$ cat src/rtl/core/sbt_pkg.sv
// ----------------------------------------------------------------------------
// sbt_pkg
// Shared types, codes and helpers of the source byte tokenizer.
// ----------------------------------------------------------------------------
package sbt_pkg;

   localparam int unsigned POS_BITS      = 16;
   localparam int unsigned PREFIX_BYTES  = 6;
   localparam int unsigned PREFIX_BITS   = 8 * PREFIX_BYTES;
   localparam int unsigned QUEUE_DEPTH   = 2;
   localparam int unsigned QPTR_BITS     = (QUEUE_DEPTH > 1) ? $clog2(QUEUE_DEPTH) : 1;
   localparam int unsigned QCNT_BITS     = $clog2(QUEUE_DEPTH + 1);

   typedef logic [POS_BITS-1:0] pos_type;

   localparam pos_type POS_ONE  = pos_type'(1);
   localparam pos_type POS_ZERO = '0;
   localparam pos_type POS_MAX  = '1;

   localparam logic [7:0] CHAR_NEWLINE    = 8'h0A;
   localparam logic [7:0] CHAR_HASH       = 8'h23;
   localparam logic [7:0] CHAR_UNDERSCORE = 8'h5F;

   localparam logic [PREFIX_BITS-1:0] WORD_DO     = PREFIX_BITS'(48'h646F);
   localparam logic [PREFIX_BITS-1:0] WORD_IF     = PREFIX_BITS'(48'h6966);
   localparam logic [PREFIX_BITS-1:0] WORD_FN     = PREFIX_BITS'(48'h666E);
   localparam logic [PREFIX_BITS-1:0] WORD_VAR    = PREFIX_BITS'(48'h766172);
   localparam logic [PREFIX_BITS-1:0] WORD_RETURN = PREFIX_BITS'(48'h72657475726E);

   localparam logic [4:0] KIND_EOF      = 5'd0;
   localparam logic [4:0] KIND_ID       = 5'd1;
   localparam logic [4:0] KIND_DO       = 5'd2;
   localparam logic [4:0] KIND_IF       = 5'd3;
   localparam logic [4:0] KIND_FN       = 5'd4;
   localparam logic [4:0] KIND_RETURN   = 5'd5;
   localparam logic [4:0] KIND_VAR      = 5'd6;
   localparam logic [4:0] KIND_NUMBER   = 5'd7;
   localparam logic [4:0] KIND_LPAREN   = 5'd8;
   localparam logic [4:0] KIND_RPAREN   = 5'd9;
   localparam logic [4:0] KIND_LBRACE   = 5'd10;
   localparam logic [4:0] KIND_RBRACE   = 5'd11;
   localparam logic [4:0] KIND_LBRACKET = 5'd12;
   localparam logic [4:0] KIND_RBRACKET = 5'd13;
   localparam logic [4:0] KIND_COMMA    = 5'd14;
   localparam logic [4:0] KIND_COLON    = 5'd15;
   localparam logic [4:0] KIND_SEMI     = 5'd16;

   typedef enum logic [3:0] {
      CLS_NEWLINE,
      CLS_SPACE,
      CLS_HASH,
      CLS_ALPHA,
      CLS_UNDERSCORE,
      CLS_DIGIT,
      CLS_PUNCT,
      CLS_OTHER,
      CLS_END
   } class_type;

   typedef enum logic [2:0] {
      MODE_IDLE    = 3'd0,
      MODE_IDENT   = 3'd1,
      MODE_NUMBER  = 3'd2,
      MODE_COMMENT = 3'd3,
      MODE_HALTED  = 3'd4
   } mode_type;

   typedef struct packed {
      class_type  cls;
      logic [7:0] in_byte;
      logic [4:0] punct_kind;
   } item_type;

   typedef struct packed {
      logic [4:0]  token_kind;
      logic        is_error;
      logic [7:0]  bad_char;
      logic [15:0] line_no;
      logic [15:0] column_no;
      logic [15:0] token_len;
      logic        last_of_run;
   } result_type;

   function automatic pos_type sat_inc(input pos_type v);
      return (v == POS_MAX) ? v : v + POS_ONE;
   endfunction

   function automatic logic [15:0] to_out16(input pos_type v);
      logic [31:0] w;
      w = 32'(v);
      return (w > 32'h0000_FFFF) ? 16'hFFFF : w[15:0];
   endfunction

endpackage

$ cat src/rtl/core/sbt_if.sv
// ----------------------------------------------------------------------------
// sbt_if
// Request and response channels of the source byte tokenizer.
// ----------------------------------------------------------------------------
interface sbt_req_if;
   logic       valid;
   logic       ready;
   logic       action;
   logic [7:0] in_byte;

   modport source (output valid, output action, output in_byte, input ready);
   modport sink   (input valid, input action, input in_byte, output ready);
endinterface

interface sbt_rsp_if;
   logic        valid;
   logic        ready;
   logic [4:0]  token_kind;
   logic        is_error;
   logic [7:0]  bad_char;
   logic [15:0] line_no;
   logic [15:0] column_no;
   logic [15:0] token_len;
   logic        last_of_run;

   modport source (output valid, output token_kind, output is_error, output bad_char,
                   output line_no, output column_no, output token_len,
                   output last_of_run, input ready);
   modport sink   (input valid, input token_kind, input is_error, input bad_char,
                   input line_no, input column_no, input token_len,
                   input last_of_run, output ready);
endinterface

$ cat src/rtl/core/sbt_front.sv
// ----------------------------------------------------------------------------
// sbt_front
// Accepts requests and classifies each byte into a character class.
// ----------------------------------------------------------------------------
module sbt_front
   import sbt_pkg::*;
(
   input  logic         clock,
   input  logic         reset,
   sbt_req_if.sink      req_bus,
   output logic         push_valid,
   output item_type     push_item,
   input  logic         push_ready
);

   logic     valid_ff;
   logic     valid_in;
   item_type item_ff;
   item_type item_in;
   logic     accept;

   function automatic item_type classify(input logic action, input logic [7:0] b);
      item_type it;
      it.in_byte    = b;
      it.punct_kind = KIND_EOF;
      it.cls        = CLS_OTHER;
      if (action) begin
         it.cls = CLS_END;
      end else if (b == CHAR_NEWLINE) begin
         it.cls = CLS_NEWLINE;
      end else if (b inside {8'h20, [8'h09:8'h0D]}) begin
         it.cls = CLS_SPACE;
      end else if (b == CHAR_HASH) begin
         it.cls = CLS_HASH;
      end else if (b inside {[8'h41:8'h5A], [8'h61:8'h7A]}) begin
         it.cls = CLS_ALPHA;
      end else if (b == CHAR_UNDERSCORE) begin
         it.cls = CLS_UNDERSCORE;
      end else if (b inside {[8'h30:8'h39]}) begin
         it.cls = CLS_DIGIT;
      end else begin
         case (b)
            8'h28:   it.punct_kind = KIND_LPAREN;
            8'h29:   it.punct_kind = KIND_RPAREN;
            8'h7B:   it.punct_kind = KIND_LBRACE;
            8'h7D:   it.punct_kind = KIND_RBRACE;
            8'h5B:   it.punct_kind = KIND_LBRACKET;
            8'h5D:   it.punct_kind = KIND_RBRACKET;
            8'h2C:   it.punct_kind = KIND_COMMA;
            8'h3A:   it.punct_kind = KIND_COLON;
            8'h3B:   it.punct_kind = KIND_SEMI;
            default: it.punct_kind = KIND_EOF;
         endcase
         if (it.punct_kind != KIND_EOF) begin
            it.cls = CLS_PUNCT;
         end
      end
      return it;
   endfunction

   assign req_bus.ready = !valid_ff || push_ready;
   assign accept        = req_bus.valid && req_bus.ready;
   assign push_valid    = valid_ff;
   assign push_item     = item_ff;

   always_comb begin
      valid_in = valid_ff && !push_ready;
      item_in  = item_ff;
      if (accept) begin
         valid_in = 1'b1;
         item_in  = classify(req_bus.action, req_bus.in_byte);
      end
   end

   always_ff @(posedge clock) begin
      if (reset) begin
         valid_ff <= 1'b0;
      end else begin
         valid_ff <= valid_in;
      end
   end

   always_ff @(posedge clock) begin
      item_ff <= item_in;
   end

endmodule

$ cat src/rtl/core/sbt_queue.sv
// ----------------------------------------------------------------------------
// sbt_queue
// Short register queue of classified bytes between front and back.
// ----------------------------------------------------------------------------
module sbt_queue
   import sbt_pkg::*;
(
   input  logic     clock,
   input  logic     reset,
   input  logic     in_valid,
   input  item_type in_item,
   output logic     in_ready,
   output logic     out_valid,
   output item_type out_item,
   input  logic     out_pop
);

   item_type               slot_ff [QUEUE_DEPTH];
   logic [QPTR_BITS-1:0]   wr_ptr_ff;
   logic [QPTR_BITS-1:0]   wr_ptr_in;
   logic [QPTR_BITS-1:0]   rd_ptr_ff;
   logic [QPTR_BITS-1:0]   rd_ptr_in;
   logic [QCNT_BITS-1:0]   count_ff;
   logic [QCNT_BITS-1:0]   count_in;
   logic                   push;
   logic                   pop;

   function automatic logic [QPTR_BITS-1:0] next_ptr(input logic [QPTR_BITS-1:0] p);
      return (p == QPTR_BITS'(QUEUE_DEPTH - 1)) ? '0 : p + QPTR_BITS'(1);
   endfunction

   assign in_ready  = (count_ff != QCNT_BITS'(QUEUE_DEPTH));
   assign out_valid = (count_ff != '0);
   assign out_item  = slot_ff[rd_ptr_ff];
   assign push      = in_valid && in_ready;
   assign pop       = out_pop && out_valid;

   always_comb begin
      wr_ptr_in = push ? next_ptr(wr_ptr_ff) : wr_ptr_ff;
      rd_ptr_in = pop ? next_ptr(rd_ptr_ff) : rd_ptr_ff;
      count_in  = count_ff;
      if (push && !pop) begin
         count_in = count_ff + QCNT_BITS'(1);
      end else if (pop && !push) begin
         count_in = count_ff - QCNT_BITS'(1);
      end
   end

   always_ff @(posedge clock) begin
      if (reset) begin
         wr_ptr_ff <= '0;
         rd_ptr_ff <= '0;
         count_ff  <= '0;
      end else begin
         wr_ptr_ff <= wr_ptr_in;
         rd_ptr_ff <= rd_ptr_in;
         count_ff  <= count_in;
      end
   end

   always_ff @(posedge clock) begin
      if (push) begin
         slot_ff[wr_ptr_ff] <= in_item;
      end
   end

endmodule

$ cat src/rtl/core/sbt_back.sv
// ----------------------------------------------------------------------------
// sbt_back
// Scanner state machine, token assembly and the response output stage.
// ----------------------------------------------------------------------------
module sbt_back
   import sbt_pkg::*;
(
   input  logic         clock,
   input  logic         reset,
   input  logic         q_valid,
   input  item_type     q_item,
   output logic         q_pop,
   sbt_rsp_if.source    rsp_bus
);

   mode_type                 mode_ff, mode_in, mode_nx;
   pos_type                  line_ff, line_in, line_nx;
   pos_type                  col_ff, col_in, col_nx;
   pos_type                  tline_ff, tline_in, tline_nx;
   pos_type                  tcol_ff, tcol_in, tcol_nx;
   pos_type                  tlen_ff, tlen_in, tlen_nx;
   logic [PREFIX_BITS-1:0]   prefix_ff, prefix_in, prefix_nx;

   result_type               out_ff, out_in;
   logic                     out_valid_ff, out_valid_in;
   result_type               spare_ff, spare_in;
   logic                     spare_valid_ff, spare_valid_in;

   mode_type                 i_mode;
   pos_type                  i_line, i_col, i_tline, i_tcol, i_tlen;
   logic [PREFIX_BITS-1:0]   i_prefix;
   logic                     i_emit;
   result_type               i_res;

   result_type               flush_res, eof_res, r0, r1;
   logic [4:0]               word_kind;
   logic [1:0]               n_res;
   logic                     can_load;
   logic                     commit;

   function automatic result_type make_result(input logic [4:0] kind, input logic err,
                                              input logic [7:0] bad, input pos_type ln,
                                              input pos_type col, input pos_type len);
      result_type r;
      r.token_kind  = kind;
      r.is_error    = err;
      r.bad_char    = bad;
      r.line_no     = to_out16(ln);
      r.column_no   = to_out16(col);
      r.token_len   = to_out16(len);
      r.last_of_run = 1'b0;
      return r;
   endfunction

   always_comb begin
      word_kind = KIND_ID;
      if (tlen_ff == pos_type'(2)) begin
         if (prefix_ff == WORD_DO) begin
            word_kind = KIND_DO;
         end else if (prefix_ff == WORD_IF) begin
            word_kind = KIND_IF;
         end else if (prefix_ff == WORD_FN) begin
            word_kind = KIND_FN;
         end
      end else if (tlen_ff == pos_type'(3)) begin
         if (prefix_ff == WORD_VAR) begin
            word_kind = KIND_VAR;
         end
      end else if (tlen_ff == pos_type'(PREFIX_BYTES)) begin
         if (prefix_ff == WORD_RETURN) begin
            word_kind = KIND_RETURN;
         end
      end
   end

   // Scan of one byte from the idle mode, shared by every mode that ends a token.
   always_comb begin
      i_mode   = MODE_IDLE;
      i_line   = line_ff;
      i_col    = col_ff;
      i_tline  = tline_ff;
      i_tcol   = tcol_ff;
      i_tlen   = tlen_ff;
      i_prefix = prefix_ff;
      i_emit   = 1'b0;
      i_res    = make_result(KIND_EOF, 1'b0, 8'd0, line_ff, col_ff, POS_ZERO);
      case (q_item.cls)
         CLS_NEWLINE: begin
            i_line = sat_inc(line_ff);
            i_col  = POS_ONE;
         end
         CLS_SPACE: begin
            i_col = sat_inc(col_ff);
         end
         CLS_HASH: begin
            i_mode = MODE_COMMENT;
            i_col  = sat_inc(col_ff);
         end
         CLS_ALPHA, CLS_UNDERSCORE, CLS_DIGIT: begin
            i_mode   = (q_item.cls == CLS_DIGIT) ? MODE_NUMBER : MODE_IDENT;
            i_tline  = line_ff;
            i_tcol   = col_ff;
            i_tlen   = POS_ONE;
            i_prefix = PREFIX_BITS'(q_item.in_byte);
            i_col    = sat_inc(col_ff);
         end
         CLS_PUNCT: begin
            i_emit = 1'b1;
            i_res  = make_result(q_item.punct_kind, 1'b0, 8'd0, line_ff, col_ff, POS_ONE);
            i_col  = sat_inc(col_ff);
         end
         default: begin
            i_mode = MODE_HALTED;
            i_emit = 1'b1;
            i_res  = make_result(KIND_EOF, 1'b1, q_item.in_byte, line_ff, col_ff, POS_ZERO);
         end
      endcase
   end

   always_comb begin
      mode_nx   = mode_ff;
      line_nx   = line_ff;
      col_nx    = col_ff;
      tline_nx  = tline_ff;
      tcol_nx   = tcol_ff;
      tlen_nx   = tlen_ff;
      prefix_nx = prefix_ff;
      n_res     = 2'd0;
      flush_res = make_result((mode_ff == MODE_IDENT) ? word_kind : KIND_NUMBER, 1'b0, 8'd0,
                              tline_ff, tcol_ff, tlen_ff);
      eof_res   = make_result(KIND_EOF, 1'b0, 8'd0, line_ff, POS_ONE, POS_ZERO);
      r0        = i_res;
      r1        = i_res;
      if (q_item.cls == CLS_END) begin
         if (mode_ff == MODE_IDENT || mode_ff == MODE_NUMBER) begin
            n_res = 2'd2;
            r0    = flush_res;
            r1    = eof_res;
         end else if (mode_ff != MODE_HALTED) begin
            n_res = 2'd1;
            r0    = eof_res;
         end
         mode_nx   = MODE_IDLE;
         line_nx   = POS_ONE;
         col_nx    = POS_ONE;
         tline_nx  = POS_ONE;
         tcol_nx   = POS_ONE;
         tlen_nx   = POS_ZERO;
         prefix_nx = '0;
      end else begin
         case (mode_ff)
            MODE_HALTED: begin
            end
            MODE_COMMENT: begin
               if (q_item.cls == CLS_NEWLINE) begin
                  mode_nx = i_mode;
                  line_nx = i_line;
                  col_nx  = i_col;
               end else begin
                  col_nx = sat_inc(col_ff);
               end
            end
            MODE_IDENT, MODE_NUMBER: begin
               if ((q_item.cls == CLS_DIGIT) ||
                   (mode_ff == MODE_IDENT &&
                    (q_item.cls == CLS_ALPHA || q_item.cls == CLS_UNDERSCORE))) begin
                  if (tlen_ff < pos_type'(PREFIX_BYTES)) begin
                     prefix_nx = {prefix_ff[PREFIX_BITS-9:0], q_item.in_byte};
                  end
                  tlen_nx = sat_inc(tlen_ff);
                  col_nx  = sat_inc(col_ff);
               end else if (mode_ff == MODE_NUMBER && q_item.cls == CLS_ALPHA) begin
                  mode_nx = MODE_HALTED;
                  n_res   = 2'd1;
                  r0      = make_result(KIND_EOF, 1'b1, q_item.in_byte, line_ff, col_ff,
                                        POS_ZERO);
               end else begin
                  mode_nx   = i_mode;
                  line_nx   = i_line;
                  col_nx    = i_col;
                  tline_nx  = i_tline;
                  tcol_nx   = i_tcol;
                  tlen_nx   = i_tlen;
                  prefix_nx = i_prefix;
                  n_res     = i_emit ? 2'd2 : 2'd1;
                  r0        = flush_res;
                  r1        = i_res;
               end
            end
            default: begin
               mode_nx   = i_mode;
               line_nx   = i_line;
               col_nx    = i_col;
               tline_nx  = i_tline;
               tcol_nx   = i_tcol;
               tlen_nx   = i_tlen;
               prefix_nx = i_prefix;
               n_res     = i_emit ? 2'd1 : 2'd0;
               r0        = i_res;
            end
         endcase
      end
      r0.last_of_run = (n_res == 2'd1);
      r1.last_of_run = 1'b1;
   end

   // A request that yields two responses parks the second one in the spare register.
   always_comb begin
      can_load       = !out_valid_ff || rsp_bus.ready;
      out_in         = out_ff;
      out_valid_in   = out_valid_ff && !rsp_bus.ready;
      spare_in       = spare_ff;
      spare_valid_in = spare_valid_ff;
      commit         = 1'b0;
      if (spare_valid_ff) begin
         if (can_load) begin
            out_in         = spare_ff;
            out_valid_in   = 1'b1;
            spare_valid_in = 1'b0;
         end
      end else if (q_valid) begin
         if (n_res == 2'd0) begin
            commit = 1'b1;
         end else if (can_load) begin
            commit       = 1'b1;
            out_in       = r0;
            out_valid_in = 1'b1;
            if (n_res == 2'd2) begin
               spare_in       = r1;
               spare_valid_in = 1'b1;
            end
         end
      end
      q_pop     = commit;
      mode_in   = commit ? mode_nx   : mode_ff;
      line_in   = commit ? line_nx   : line_ff;
      col_in    = commit ? col_nx    : col_ff;
      tline_in  = commit ? tline_nx  : tline_ff;
      tcol_in   = commit ? tcol_nx   : tcol_ff;
      tlen_in   = commit ? tlen_nx   : tlen_ff;
      prefix_in = commit ? prefix_nx : prefix_ff;
   end

   always_ff @(posedge clock) begin
      if (reset) begin
         mode_ff        <= MODE_IDLE;
         line_ff        <= POS_ONE;
         col_ff         <= POS_ONE;
         tline_ff       <= POS_ONE;
         tcol_ff        <= POS_ONE;
         tlen_ff        <= POS_ZERO;
         prefix_ff      <= '0;
         out_valid_ff   <= 1'b0;
         spare_valid_ff <= 1'b0;
      end else begin
         mode_ff        <= mode_in;
         line_ff        <= line_in;
         col_ff         <= col_in;
         tline_ff       <= tline_in;
         tcol_ff        <= tcol_in;
         tlen_ff        <= tlen_in;
         prefix_ff      <= prefix_in;
         out_valid_ff   <= out_valid_in;
         spare_valid_ff <= spare_valid_in;
      end
   end

   always_ff @(posedge clock) begin
      out_ff   <= out_in;
      spare_ff <= spare_in;
   end

   assign rsp_bus.valid       = out_valid_ff;
   assign rsp_bus.token_kind  = out_ff.token_kind;
   assign rsp_bus.is_error    = out_ff.is_error;
   assign rsp_bus.bad_char    = out_ff.bad_char;
   assign rsp_bus.line_no     = out_ff.line_no;
   assign rsp_bus.column_no   = out_ff.column_no;
   assign rsp_bus.token_len   = out_ff.token_len;
   assign rsp_bus.last_of_run = out_ff.last_of_run;

endmodule

$ cat src/rtl/core/source_byte_tokenizer.sv
// ----------------------------------------------------------------------------
// source_byte_tokenizer
// Streaming tokenizer: source bytes in, tokens with line, column and length out.
//
//   Channel  Direction  Payload
//   req_bus  in         action, in_byte
//   rsp_bus  out        token_kind, is_error, bad_char, line_no, column_no,
//                       token_len, last_of_run
//
// One request is taken per cycle while the queue has room; its responses pass
// through the front register, a queue slot and the output register.
// A request that yields two responses holds the scanner until the second one leaves the spare register.
// The front register and a two-entry queue let requests keep flowing during
// response stalls. Reset is synchronous and needs no clearing pass.
// ----------------------------------------------------------------------------
module source_byte_tokenizer
   import sbt_pkg::*;
(
   input  logic      clock,
   input  logic      reset,
   sbt_req_if.sink   req_bus,
   sbt_rsp_if.source rsp_bus
);

   logic     push_valid;
   item_type push_item;
   logic     push_ready;
   logic     q_valid;
   item_type q_item;
   logic     q_pop;

   sbt_front u_front (
      .clock      (clock),
      .reset      (reset),
      .req_bus    (req_bus),
      .push_valid (push_valid),
      .push_item  (push_item),
      .push_ready (push_ready)
   );

   sbt_queue u_queue (
      .clock     (clock),
      .reset     (reset),
      .in_valid  (push_valid),
      .in_item   (push_item),
      .in_ready  (push_ready),
      .out_valid (q_valid),
      .out_item  (q_item),
      .out_pop   (q_pop)
   );

   sbt_back u_back (
      .clock   (clock),
      .reset   (reset),
      .q_valid (q_valid),
      .q_item  (q_item),
      .q_pop   (q_pop),
      .rsp_bus (rsp_bus)
   );

   assert property (@(posedge clock) disable iff (reset) q_pop |-> q_valid)
      else $error("Scanner consumed an entry from an empty queue.");

   assert property (@(posedge clock) disable iff (reset)
      (rsp_bus.valid && rsp_bus.is_error) |->
         (rsp_bus.token_kind == KIND_EOF && rsp_bus.token_len == 16'd0))
      else $error("Error response carries a token kind or length.");

   assert property (@(posedge clock) disable iff (reset)
      (rsp_bus.valid && !rsp_bus.is_error) |-> (rsp_bus.bad_char == 8'd0))
      else $error("Token response carries a bad character.");

   assert property (@(posedge clock) disable iff (reset)
      (rsp_bus.valid && rsp_bus.ready && !rsp_bus.last_of_run) |=> rsp_bus.valid)
      else $error("Second response of a request did not follow at once.");

   assert property (@(posedge clock) disable iff (reset)
      (rsp_bus.valid && !rsp_bus.is_error && rsp_bus.token_kind == KIND_EOF) |->
         (rsp_bus.column_no == 16'd1 && rsp_bus.last_of_run))
      else $error("End-of-file response is malformed.");

endmodule

$ cat src/flat_wrapper.sv
// flat-port wrapper written by rule: the top's interface ports become plain ports
module source_byte_tokenizer_flat import sbt_pkg::*;
  (clock, reset, req_bus_valid, req_bus_action, req_bus_in_byte, req_bus_ready, rsp_bus_valid, rsp_bus_token_kind, rsp_bus_is_error, rsp_bus_bad_char, rsp_bus_line_no, rsp_bus_column_no, rsp_bus_token_len, rsp_bus_last_of_run, rsp_bus_ready);
  sbt_req_if req_bus_i ();
  sbt_rsp_if rsp_bus_i ();
  input  logic clock;
  input  logic reset;
  input wire logic [$bits(req_bus_i.valid)-1:0] req_bus_valid;
  input wire logic [$bits(req_bus_i.action)-1:0] req_bus_action;
  input wire logic [$bits(req_bus_i.in_byte)-1:0] req_bus_in_byte;
  output wire logic [$bits(req_bus_i.ready)-1:0] req_bus_ready;
  output wire logic [$bits(rsp_bus_i.valid)-1:0] rsp_bus_valid;
  output wire logic [$bits(rsp_bus_i.token_kind)-1:0] rsp_bus_token_kind;
  output wire logic [$bits(rsp_bus_i.is_error)-1:0] rsp_bus_is_error;
  output wire logic [$bits(rsp_bus_i.bad_char)-1:0] rsp_bus_bad_char;
  output wire logic [$bits(rsp_bus_i.line_no)-1:0] rsp_bus_line_no;
  output wire logic [$bits(rsp_bus_i.column_no)-1:0] rsp_bus_column_no;
  output wire logic [$bits(rsp_bus_i.token_len)-1:0] rsp_bus_token_len;
  output wire logic [$bits(rsp_bus_i.last_of_run)-1:0] rsp_bus_last_of_run;
  input wire logic [$bits(rsp_bus_i.ready)-1:0] rsp_bus_ready;
  assign req_bus_i.valid = req_bus_valid;
  assign req_bus_i.action = req_bus_action;
  assign req_bus_i.in_byte = req_bus_in_byte;
  assign req_bus_ready = req_bus_i.ready;
  assign rsp_bus_valid = rsp_bus_i.valid;
  assign rsp_bus_token_kind = rsp_bus_i.token_kind;
  assign rsp_bus_is_error = rsp_bus_i.is_error;
  assign rsp_bus_bad_char = rsp_bus_i.bad_char;
  assign rsp_bus_line_no = rsp_bus_i.line_no;
  assign rsp_bus_column_no = rsp_bus_i.column_no;
  assign rsp_bus_token_len = rsp_bus_i.token_len;
  assign rsp_bus_last_of_run = rsp_bus_i.last_of_run;
  assign rsp_bus_i.ready = rsp_bus_ready;
  source_byte_tokenizer u_core (.clock(clock), .reset(reset), .req_bus(req_bus_i), .rsp_bus(rsp_bus_i));
endmodule
$ cat config.mk
export PLATFORM = sky130hd
export DESIGN_NAME = source_byte_tokenizer_flat
export DESIGN_NICKNAME = d
export VERILOG_FILES = /design/src/rtl/core/sbt_pkg.sv /design/src/rtl/core/sbt_if.sv /design/src/rtl/core/sbt_front.sv /design/src/rtl/core/sbt_queue.sv /design/src/rtl/core/sbt_back.sv /design/src/rtl/core/source_byte_tokenizer.sv /design/src/flat_wrapper.sv
export SDC_FILE = /design/constraint.sdc
export NUM_CORES = 1
export LEC_CHECK = 0
export ABC_AREA = 1
export BUFFER_PORTS_ARGS = -buffer_cell sky130_fd_sc_hd__buf_2
export CORE_AREA = 2 2 201 203
export CTS_BUF_LIST = sky130_fd_sc_hd__clkbuf_8
export DETAILED_ROUTE_END_ITERATION = 7
export DIE_AREA = 0 0 203 205
export PLACE_DENSITY_LB_ADDON = 0.1
export SYNTH_ARGS = -nofsm -noshare
export SYNTH_HDL_FRONTEND = slang
export SYNTH_HIERARCHICAL = 1
export SYNTH_SLANG_ARGS = --single-unit
$ cat constraint.sdc
create_clock -name clock -period 7.81 [get_ports clock]
set_clock_uncertainty 0.05 [all_clocks]
set_input_delay 0.781 -clock clock [delete_from_list [all_inputs] [get_ports clock]]
set_output_delay 0.781 -clock clock [all_outputs]
set_load 0.01 [all_outputs]
; ---- Yosys cells after proc, flatten, opt, wreduce, memory -nomap -nowiden
; Memory sizes are Yosys's and may differ from the RTL's. A register that Yosys moved wholly into a read port is not among the register bits.
; Index checks and enable logic that the tools add are counted.
[classes]
n_lt_le_gt_ge = 9
bitwise_logic = 2
n_addsub = 7
muxes = 112
n_eq_ne = 48
n_reduce_logical = 50
[op_table]
columns = operator, count
row1 = $mux W63, 13
row2 = $mux W16, 24
row3 = $mux W48, 5
row4 = $eq A48 B15 Y1 const B, 3
row5 = $pmux W16 S2, 4
row6 = $pmux W63 S2, 1
row7 = $pmux W16 S3, 2
row8 = $pmux W48 S2, 1
row9 = $eq A8 B6 Y1 const B, 7
row10 = $mux W5, 11
row11 = $add A16 B1 Y16 const B, 3
row12 = $eq A16 B16 Y1 const B, 3
row13 = $eq A48 B23 Y1 const B, 1
row14 = $eq A48 B47 Y1 const B, 1
row15 = $pmux W5 S9, 1
row16 = $eq A8 B7 Y1 const B, 5
row17 = $mux W3, 13
row18 = $eq A16 B2 Y1 const B, 2
row19 = $mux W1, 24
row20 = $mux W2, 10
row21 = $pmux W3 S3, 2
row22 = $eq A16 B3 Y1 const B, 1
row23 = $ge A8 B7 Y1 const B, 2
row24 = $le A8 B7 Y1 const B, 2
row25 = other kinds (39), 87
[word_totals]
mem_count = 1
elab_cells = 261
ff_bits = 280
in_bits = 13
ram_bits = 34
output_inout_bits = 65
[mem_list]
columns = memory, words, word_bits, read_ports, rd_clocked_by_memory_dff, write_ports, line
row1 = u_core.u_queue.slot_ff, 2, 17, 1, 1, 1, sbt_queue.sv:18  ; item_type slot_ff [QUEUE_DEPTH];

; ---- Longest topological paths before layout
[depth]
depth_word = 17
ltp_mapped = 21
depth_no_buf = 17

; ---- Cells and area by module
; Netlist, hierarchy kept.
[by_module_without_submodules]
columns = mod, cells_each, n_inst, area_each_um2, seq_area_each_um2
row1 = sbt_back, 1808, 1, 13106.3, 5965.7
row2 = sbt_queue, 90, 1, 1520.2, 1121.1
row3 = sbt_front, 109, 1, 928.4, 530.5

; ---- Worst setup path after synthesis
; Ideal clock, no wire load.
[synth_timing]
path_type = reg-to-reg
startpoint = register with a tool-made name
endpoint = register u_core/u_back/spare_ff[17] in the netlist's numbering (enable)
period_less_slack_ps = 6290
t_arrival_ps = 5668
t_required_ps = 7188
path_stages_with_launch = 8
setup_slack_ps = 1520
path_cell_list = dfxtp_1 > buf_6 > buf_12 > mux2_4 > nor2_4 > nor2_1 > nand2_1 > nor4_1
[synth_rtl]
columns = element, line
row1 = to (signal assigned), sbt_back.sv:270  ; spare_ff <= spare_in;
row2 = to (decl), sbt_back.sv:26  ; result_type spare_ff, spare_in;

==> Flow_metrics.wiki <==
{| class="wikitable"
! Metric !! Value
|-
| Worst slack, placed || 3.10 ns
|-
| Flip-flop cell with the highest count after synthesis || sky130_fd_sc_hd__edfxtp_1
|-
| Number of different library cells in the post-synthesis netlist || 51
|-
| NumNets Final || 2,085
|-
| Time the worst path needs with I/O delays and setup || 4.71 ns
|-
| Largest cells by area after synthesis || sky130_fd_sc_hd__edfxtp_1 (31%), sky130_fd_sc_hd__dfxtp_1 (18%), sky130_fd_sc_hd__nand2_1 (12%)
|-
| Grt ovf || 0
|-
| Outcome || completed
|-
| Post-synthesis cell count || 2,007
|-
| Maximum VDD drop || about 200 uV
|-
| Startpoint type of the worst setup path || flip-flop
|-
| Post-route worst setup slack || ~3.1 ns
|-
| Std-Cell Core Area || 0.0394 sq mm
|-
| Total Neg Setup Slack || 0 ns
|-
| TritonCTS clock tree || yes
|-
| Detailed-route via count || 13.4k
|-
| Vias per cell || 5.08
|-
| Starting Density || between 30% and 40%
|-
| Global-route wire length before repair || 70,100 um
|-
| Syn Area/Cell || 7.75 sq um
|-
| Max cap viols || 0
|-
| Width of the die || 203 um
|-
| Clock insertion delay at the later pin of the skew report || 0.64 ns
|-
| Period utilisation layout || between 60% and 70%
|-
| Aggregate global-route resource usage || 21.1%
|-
| Vias in the first global route || 12.9k
|-
| DPL Wire Length || roughly 28,000 um
|-
| First-iteration detailed-routing DRC count || a little over 700
|-
| Per-cell routed wire length || about 16 um
|-
| Largest net degree at the start of global routing || 84
|-
| Die Area || 0.0416 sq mm
|-
| # IOs || 78
|-
| Maximum fanout count along the critical path || between 50 and 60
|-
| Diode insertion count for antenna repair || 0
|-
| Fraction of synthesis flops using an asynchronous set or reset pin || 0%
|-
| Critical path class || flip-flop to flip-flop
|-
| Slew margin rel. || 23.9%
|-
| Syn Nets || 2,025
|-
| Total Routed Length || 43,200 um
|-
| Highest-count cells in the layout ignoring fill and taps || sky130_fd_sc_hd__nand2_1 (487), sky130_fd_sc_hd__nor2_1 (377), sky130_fd_sc_hd__inv_1 (201), sky130_fd_sc_hd__a21oi_1 (172), sky130_fd_sc_hd__edfxtp_1 (161)
|-
| CTS root buf || sky130_fd_sc_hd__clkbuf_8
|-
| Measured slew at the worst slew-check pin || 1.14 ns
|-
| Top-area cell type share of the netlist area || 31.1%
|-
| Number of fill cells in the layout || 3,956
|-
| Final setup fails || 0
|-
| Share of cells above drive strength 1 || 11.3%
|-
| Final hold viol count || 0
|-
| Worst Hold Class || primary input to flip-flop
|-
| Most common cell after layout, fill and taps aside || sky130_fd_sc_hd__nand2_1
|-
| Layout-stage area growth over the synthesis result || 11.5%
|-
| Power density of the placed cells || 336 mW/mm^2
|-
| Share of the yosys chip area belonging to registers || around half
|-
| Multi-input logic area || 0.00677 sq mm
|-
| Final weighted congestion of routability-driven global placement || 0.875
|-
| Clock edge transition at the registers on the reported setup and hold paths || 0.06 ns
|-
| Count of yosys warnings during synthesis || 6
|-
| Storage cell area || 0.00762 sq mm
|-
| Number of gates resized after cts || 0
|-
| Kind of end point of the critical path || flip-flop
|-
| Initial antenna violation count || 0
|-
| Number of enable flip-flop cells after synthesis || 161
|-
| Post-route ant nets || 0
|-
| Number of iterations in the first detailed-routing pass || 5
|-
| Number of clock buffers inserted by TritonCTS || 53
|-
| Clock tree buffer depth || 3
|-
| Worst endpoint data arrival time || 5.13 ns
|-
| Number of remaining DRC errors || 0
|-
| Summed instance area of the synthesized netlist || around 0.016 sq mm
|-
| Number of port buffers || 77
|-
| Count of H-tree levels built during CTS || 2
|-
| Crit path required time || 8.23 ns
|-
| Post-CTS repair timing setup buffer count || 0
|-
| Register-to-register setup slack || between 3 and 4 ns
|-
| Unrepaired setup endpoints after global routing || false
|-
| Leak Pwr || 6.97 nW
|-
| Die boundary height || 205 um
|-
| Total of hold buffers inserted after clock tree synthesis || 0
|-
| Clock net sink count || 300
|-
| Number of synthesized register bits || 300
|-
| Leading area contributor after synthesis || sky130_fd_sc_hd__edfxtp_1
|-
| Final slew viol count || 0
|-
| Achievable Freq || 212 MHz
|-
| # rows || 73
|}
power breakdown:
group	total [mW]	switching (mW)	internal [mW]	leakage, nW
Clock	1.43	0.665	0.761	0.628
Combinational	2.13	1.52	0.608	3.70
Sequential	2.27	0.196	2.07	2.64
Total	5.82	2.38	3.44	6.97
synthesized netlist by cell type, types with 3 or more instances:
master                       n
sky130_fd_sc_hd__buf_6       8
sky130_fd_sc_hd__dfxtp_1   139
sky130_fd_sc_hd__nand2_2     6
sky130_fd_sc_hd__edfxtp_1  161
sky130_fd_sc_hd__buf_4       8
sky130_fd_sc_hd__nand3_2     4
sky130_fd_sc_hd__o21ai_0    48
sky130_fd_sc_hd__nor2_2      3
sky130_fd_sc_hd__nand3b_1    8
sky130_fd_sc_hd__nor2_4      9
sky130_fd_sc_hd__inv_1     178
sky130_fd_sc_hd__buf_1       5
sky130_fd_sc_hd__xor2_1     18
sky130_fd_sc_hd__a31oi_1     3
sky130_fd_sc_hd__nor3_1     23
sky130_fd_sc_hd__nand2_1   487
sky130_fd_sc_hd__buf_2      23
sky130_fd_sc_hd__inv_2      13
sky130_fd_sc_hd__o22ai_1     9
sky130_fd_sc_hd__nand3_1   138
sky130_fd_sc_hd__mux2_2      7
sky130_fd_sc_hd__nand4_1    37
sky130_fd_sc_hd__nor2_1    377
sky130_fd_sc_hd__o32ai_1    31
sky130_fd_sc_hd__mux2_4     10
sky130_fd_sc_hd__a21oi_1   173
sky130_fd_sc_hd__ha_1        5
sky130_fd_sc_hd__clkbuf_1   46
sky130_fd_sc_hd__o211ai_1    3
per-layer routing:
| metal | track usage (%) | vias up | wire [um] |
|---|---|---|---|
| li1 | - | 6746 | - |
| met4 | 6.52 | 0 | 1070 |
| met3 | 3.69 | 81 | 2180 |
| met1 | 28.3 | 6250 | 20100 |
| met2 | 34.9 | 317 | 19900 |
| met5 | 0 | - | 0 |
final timing paths:
path | start | endpoint | cells past startpoint
worst max-delay path | flip-flop | u_core/u_back/prefix_ff[5] | 13
worst min-delay path | req_bus_in_byte[6] | u_core/u_front/push_item[11] | 1
worst max register to register | flip-flop | u_core/u_back/prefix_ff[5] | 13
worst min register to register | u_core/u_front/push_item[7] | u_core/u_queue/slot_ff[0][7] | 0
logic make-up (layout without fill, tap and decap cells):
| logic type | after synthesis | count (layout) | share of synthesized area (%) |
|---|---|---|---|
| buf+inv | 283 | 387 | 7.70 |
| mux | 17 | 17 | 1.47 |
| compound gates | 279 | 279 | 10.2 |
| simple gates | 1105 | 1105 | 30.3 |
| xor+xnor | 18 | 18 | 1.01 |
| flops | 300 | 300 | 49.0 |
| fa+ha+maj | 5 | 5 | 0.402 |
layout make-up:
cell class	instances	share of cell area, %
Clock buffer	66	5.24
Clock inverter	33	0.844
Inverter	192	4.15
Multi-Input combinational cell	1424	39.0
Sequential cell	300	43.9
Tap cell	525	3.79
Timing Repair Buffer	96	3.04
state kept, by name (all words and copies together), names as in the netlist, 2 cells and up, named ones only:
name	cells
u_core/u_back/line_ff	16
u_core/u_back/rsp_bus.token_kind	5
u_core/u_back/rsp_bus.column_no	16
u_core/u_back/tline_ff	16
u_core/u_back/spare_ff	47
u_core/u_back/rsp_bus.line_no	16
u_core/u_front/push_item	17
u_core/u_back/col_ff	16
u_core/u_queue/count_ff	2
u_core/u_back/mode_ff	3
u_core/u_back/tcol_ff	16
u_core/u_back/rsp_bus.bad_char	8
u_core/u_back/tlen_ff	16
u_core/u_back/prefix_ff	48
u_core/u_queue/slot_ff	34
u_core/u_back/rsp_bus.token_len	16
worst max-delay path, cell delays in order, from the launching register on:
cell and delay, ns:
sky130_fd_sc_hd__dfxtp_1 0.95, sky130_fd_sc_hd__mux2_4 0.38, sky130_fd_sc_hd__nand2_1 0.10, sky130_fd_sc_hd__inv_2 0.04
sky130_fd_sc_hd__nand2_2 0.11, sky130_fd_sc_hd__nand2_4 0.34, sky130_fd_sc_hd__nand3_2 0.15, sky130_fd_sc_hd__buf_4 0.51
sky130_fd_sc_hd__inv_2 0.30, sky130_fd_sc_hd__a21oi_4 0.34, sky130_fd_sc_hd__nand4_4 0.53, sky130_fd_sc_hd__buf_4 0.50
sky130_fd_sc_hd__nand2_1 0.11, sky130_fd_sc_hd__a21oi_1 0.07
stage by stage:
step | instances | instance area (sq um) | hold slack (ns) | util (%) | total power, mW
after floorplan | 2007 | 15600 | 0.371 | - | 3.85
after global routing | 2636 | 17300 | 0.282 | 44.1 | 6.26
after global placement | 2537 | 16300 | 0.380 | 41.4 | 4.43
final | 2636 | 17300 | 0.316 | 44.1 | 5.82
after detailed placement | 2537 | 16300 | 0.383 | 41.4 | 4.44
after CTS | 2636 | 17300 | 0.268 | 44.1 | 5.90
(Power assumes the default switching activity.)
